File: config.mk
export PLATFORM = sky130hd
export DESIGN_NAME = aht_mod
export DESIGN_NICKNAME = d
export VERILOG_FILES = /design/src/sv/aht_pkg.sv /design/src/sv/aht_mod.sv
export SDC_FILE = /design/constraint.sdc
export NUM_CORES = 1
export LEC_CHECK = 0
export BUFFER_PORTS_ARGS = -buffer_cell sky130_fd_sc_hd__buf_2
export CAP_MARGIN = 20
export CORE_UTILIZATION = 35
export DETAILED_ROUTE_END_ITERATION = 16
export HOLD_SLACK_MARGIN = 0.03
export PLACE_DENSITY = 0.74
export SETUP_SLACK_MARGIN = 0.5
export SYNTH_ARGS = -nofsm -noshare
export SYNTH_HDL_FRONTEND = slang
export SYNTH_SLANG_ARGS = --single-unit
File: constraint.sdc
create_clock -name clk -period 1.35 [get_ports clk]
set_input_delay 0.2025 -clock clk [delete_from_list [all_inputs] [get_ports clk]]
set_output_delay 0.2025 -clock clk [all_outputs]
set_load 0.005 [all_outputs]
File: src/sv/aht_pkg.sv
// Shared types and fixed constants for the allocation tracker hash table.
// No dependencies; every other file of the block except aht_ram refers to this package.
package aht_pkg;

  localparam int ADDR_W  = 48;
  localparam int SIZE_W  = 32;
  localparam int IDX_W   = 12;
  localparam int LIMIT_W = 13;
  localparam int DIGIT_W = 4;

  localparam logic [LIMIT_W-1:0] LIMIT_RESET = 13'd4095;

  localparam logic [1:0] REQ_ALLOC   = 2'd0;
  localparam logic [1:0] REQ_RELEASE = 2'd1;
  localparam logic [1:0] REQ_RESIZE  = 2'd2;
  localparam logic [1:0] REQ_READ    = 2'd3;

  typedef enum logic [2:0] {
    ST_CLEAR,
    ST_IDLE,
    ST_HASH,
    ST_SEARCH,
    ST_READ,
    ST_DONE
  } state_t;

  typedef struct packed {
    logic [1:0]        req_type;
    logic [ADDR_W-1:0] address;
    logic [ADDR_W-1:0] old_address;
    logic [SIZE_W-1:0] block_size;
    logic [IDX_W-1:0]  slot_index;
  } aht_in_t;

  typedef struct packed {
    logic              found;
    logic              stored;
    logic              entry_valid;
    logic [ADDR_W-1:0] entry_address;
    logic [SIZE_W-1:0] entry_size;
  } aht_out_t;

endpackage

File: src/sv/aht_mod.sv
// Home slot unit: address modulo the table depth, one hex digit per cycle, or the low bits for a power of two.
// Depends on aht_pkg for the address and digit widths.
module aht_mod #(
  parameter int TABLE_DEPTH = 4096
) (
  input  logic                           clk,
  input  logic                           rst_n,
  input  logic                           start,
  input  logic [aht_pkg::ADDR_W-1:0]     value,
  output logic                           done,
  output logic [$clog2(TABLE_DEPTH)-1:0] home
);

  localparam int IW    = $clog2(TABLE_DEPTH);
  localparam bit IS_POW2 = (TABLE_DEPTH & (TABLE_DEPTH - 1)) == 0;
  localparam int STEPS = aht_pkg::ADDR_W / aht_pkg::DIGIT_W;
  localparam int SW    = $clog2(STEPS + 1);
  localparam logic [IW:0] DEPTH_C = (IW + 1)'(TABLE_DEPTH);

  logic                       busy_r, busy_nxt;
  logic                       done_r, done_nxt;
  logic [SW-1:0]              cnt_r, cnt_nxt;
  logic [aht_pkg::ADDR_W-1:0] sh_r, sh_nxt;
  logic [IW-1:0]              rem_r, rem_nxt;
  logic [IW-1:0]              step_rem;

  // Shift in one bit at a time and keep the remainder below the depth.
  always_comb begin
    logic [IW:0]   t;
    logic [IW-1:0] r;
    r = rem_r;
    for (int k = 0; k < aht_pkg::DIGIT_W; k++) begin
      t = {r, sh_r[aht_pkg::ADDR_W-1-k]};
      if (t >= DEPTH_C) begin
        t = t - DEPTH_C;
      end
      r = t[IW-1:0];
    end
    step_rem = r;
  end

  always_comb begin
    busy_nxt = busy_r;
    done_nxt = 1'b0;
    cnt_nxt  = cnt_r;
    sh_nxt   = sh_r;
    rem_nxt  = rem_r;
    if (start) begin
      if (IS_POW2) begin
        rem_nxt  = value[IW-1:0];
        done_nxt = 1'b1;
      end else begin
        busy_nxt = 1'b1;
        sh_nxt   = value;
        rem_nxt  = '0;
        cnt_nxt  = '0;
      end
    end else if (busy_r) begin
      rem_nxt = step_rem;
      sh_nxt  = sh_r << aht_pkg::DIGIT_W;
      cnt_nxt = cnt_r + SW'(1);
      if (cnt_r == SW'(STEPS - 1)) begin
        busy_nxt = 1'b0;
        done_nxt = 1'b1;
      end
    end
  end

  always_ff @(posedge clk) begin
    if (!rst_n) begin
      busy_r <= 1'b0;
      done_r <= 1'b0;
      cnt_r  <= '0;
    end else begin
      busy_r <= busy_nxt;
      done_r <= done_nxt;
      cnt_r  <= cnt_nxt;
    end
    sh_r  <= sh_nxt;
    rem_r <= rem_nxt;
  end

  assign done = done_r;
  assign home = rem_r;

endmodule

==> metrics.csv <==
stage,metric,value,unit
floorplanning,Core ar.,2020,sq um
floorplanning,die boundary width,49.2,um
critical_path,flop-to-flop setup slack,0.31,ns
route,drt wl/cell,12.8,um
grt,first-pass GRT wire length,2180,um
cells_and_area,Area Overhead vs Synth,35.0,%
sta,fmax,940,MHz
critical_path,"delay-heaviest family, CP",flip-flops,
critical_path,startpoint types,register,
critical_path,Worst Path Required,1.15,ns
floorplanning,row cnt,16,
logic_synthesis,Synth Register Bits,18,
cells_and_area,n_diodes,0,
logic_synthesis,Yosys warnings,0,
clock_tree,Worst-path clk slew,0.10,ns
grt,largest net degree at the start of global routing,19,
grt,vias in the first global route,478,
floorplanning,I/O Pins,64,
sta,RSZ-0062 raised after global routing,yes,
clock_tree,clock tree sinks,18,
cells_and_area,fin nets,142,
clock_tree,CTS tree,built,
logic_synthesis,"Distinct cells, synth",19,
clock_tree,cts-stage hold buffer count,0,
route,vias post-DR,520,
placed_design,DP HPWL,882,um
floorplanning,Die Y,49.2,um
grt,Total GRT Usage,0.131,
logic_synthesis,post-synth top area share,0.463,
sta,crit path time final,1.06,ns
sta,Max-Slew Margin vs Limit,0.735,
cells_and_area,share of cells above drive strength 1,0.618,
critical_path,Critical Setup Path Class,reg2out,
critical_path,CP max FO,2,
sta,"Slew Viols, Final",0,
route,Met1 Wirelength,575,um
route,DRT iter0 DRCs,3,
status,run status,completed,
sta,Fin. Hold Viols,0,
placed_design,routability cong.,0.663,
route,DRC,0,
sta,Worst-Margin Slew,0.397,ns
sta,setup TNS,0,ns
logic_synthesis,Synth area leaders,"edfxtp_1 46%, dfxtp_1 15%, mux2_4 7.7%",
sta,Worst Skew,0.00502,ns
critical_path,CP max stage cell,edfxtp_1,
floorplanning,initial core utilization,0.385,
clock_tree,Clock Tree Buf Depth,2,
logic_synthesis,"area leader, netlist",edfxtp_1,
logic_synthesis,Mapped Area,778,sq um
critical_path,Buf/Inv on CP,1,
route,Top Layer Used,met4,
clock_tree,CTS Buf Count,3,
power_and_ir_drop,Pwr Density,985,nW/um^2
logic_synthesis,Post-Syn Area per Cell,15.0,sq um
cells_and_area,Layout fillers,187,
cells_and_area,"commonest non-fill, non-tap cells in the layout","27 x buf_2, 12 x edfxtp_1, 6 x and2_1, 6 x buf_4, 5 x mux2_4",
logic_synthesis,sequential share of the synthesized area,0.617,
route,vias per cell,4.48,
grt,initial antenna violation count,0,
power_and_ir_drop,Leak Pwr,0.460,nW
cells_and_area,"most common cell after layout, fill and taps aside",buf_2,
clock_tree,Root Driver,clkbuf_4,
critical_path,crit-path max cell delay,0.42,ns
clock_tree,H-tree depth,1,
critical_path,Crit. End Element,output pin,
critical_path,"critical path, cell by cell",buf_2,
route,DRT Wirelength,1490,um
power_and_ir_drop,Worst IR Drop VDD,0.635,mV
route,total length of routed met2 wires,797,um
sta,setup violators final,0,
critical_path,crit path DAT,0.86,ns
route,iteration count of the initial detailed-routing pass,3,
power_and_ir_drop,Overall Power,0.00104,W
flow_run,Max Cap Violations,0,
logic_synthesis,Syn Inst Count,52,
route,met3 wire len,62,um
sta,final period utilization,0.788,
floorplanning,die area,2420,sq um
route,DRT antenna net count,0,
clock_tree,Worst-Skew Late Latency,0.30,ns
worst_hold_path,hold crit path type,in2reg,
placed_design,# port buffers,27,
logic_synthesis,Synth Net Count,104,
grt,total global routing overflow,0,
==> worst register-to-register path, stage by stage (launching register included) <==
cell and delay (ns):
edfxtp_1 0.40, buf_4 0.14, mux2_4 0.26
==> final timing paths <==
path	start	endpoint	depth (start not counted)
max	home[7]	home[7]	1
min	value[2]	home[2]	2
max reg2reg	home[0]	home[4]	2
min reg2reg	cnt_r[3]	cnt_r[3]	2
==> layout make-up <==
| cell class | count | area (sq um) | share of cell area |
|---|---|---|---|
| clock buffer | 4 | 26.3 | 0.0250 |
| sequential | 18 | 489 | 0.465 |
| timing repair buffer | 34 | 191 | 0.182 |
| tap | 27 | 33.8 | 0.0321 |
| inverter | 1 | 3.75 | 0.00357 |
| multi-input combinational | 32 | 307 | 0.292 |
==> routing by layer <==
metal	global-route usage	up-vias
met5	0	-
met4	0.118	0
met3	0.0249	5
met2	0.221	18
met1	0.137	239
li1	-	258
==> power by group <==
group          leakage (nW)  internal [W]  switching (W)  total, W
Combinational         0.277     0.0000753      0.0000468  0.000122
Clock                0.0150      0.000115       0.000166  0.000281
Sequential            0.168      0.000620      0.0000117  0.000632
==> metrics by stage <==
step / hold WS (ns) / worst slack (ns) / utilization / instances / cell area [sq um]
floorplan: 0.318 / 0.361 / - / 52 / 801
global placement: 0.445 / 0.180 / 0.467 / 104 / 943
detailed placement: 0.454 / 0.163 / 0.467 / 104 / 943
CTS: 0.166 / 0.279 / 0.499 / 113 / 1010
global route: 0.179 / 0.249 / 0.520 / 116 / 1050
finish: 0.180 / 0.286 / 0.520 / 116 / 1050
==> Yosys cell counts (all sizes together) <==
master and n:
a31oi 2, and2 6, buf 2, dfxtp 6, edfxtp 12, ha 1
inv 1, mux2 8, mux2i 2, nand2 2, nand2b 1, nand3b 1
nand4 1, nor2b 4, or2 1, xnor2 1, xor2 1
==> logic make-up after synthesis <==
kind of cell / count (synthesis) / share of synthesized area
AND/OR/NAND/NOR: 16 / 0.133
adder cells (fa/ha/maj): 1 / 0.0161
XOR/XNOR: 2 / 0.0225
buffers and inverters: 3 / 0.0338
multiplexers: 10 / 0.161
flip-flops: 18 / 0.617
AO/OA/AOI/OAI: 2 / 0.0161
==> flip-flops by register name, indices dropped and copies added, names as in the netlist <==
| register | count |
|---|---|
| home | 12 |
| done | 1 |
| busy_r | 1 |
| cnt_r | 4 |
==> repair_timing <==
item                                    CTS  global route
cloned                                    1             0
endpoints found under the setup margin   37            38
pin swaps                                 5             2
hold endpoints to repair                  0             0
resized for setup                         1             7
buffers inserted                          4             3
No activity file was read; power rests on OpenSTA's default activity.
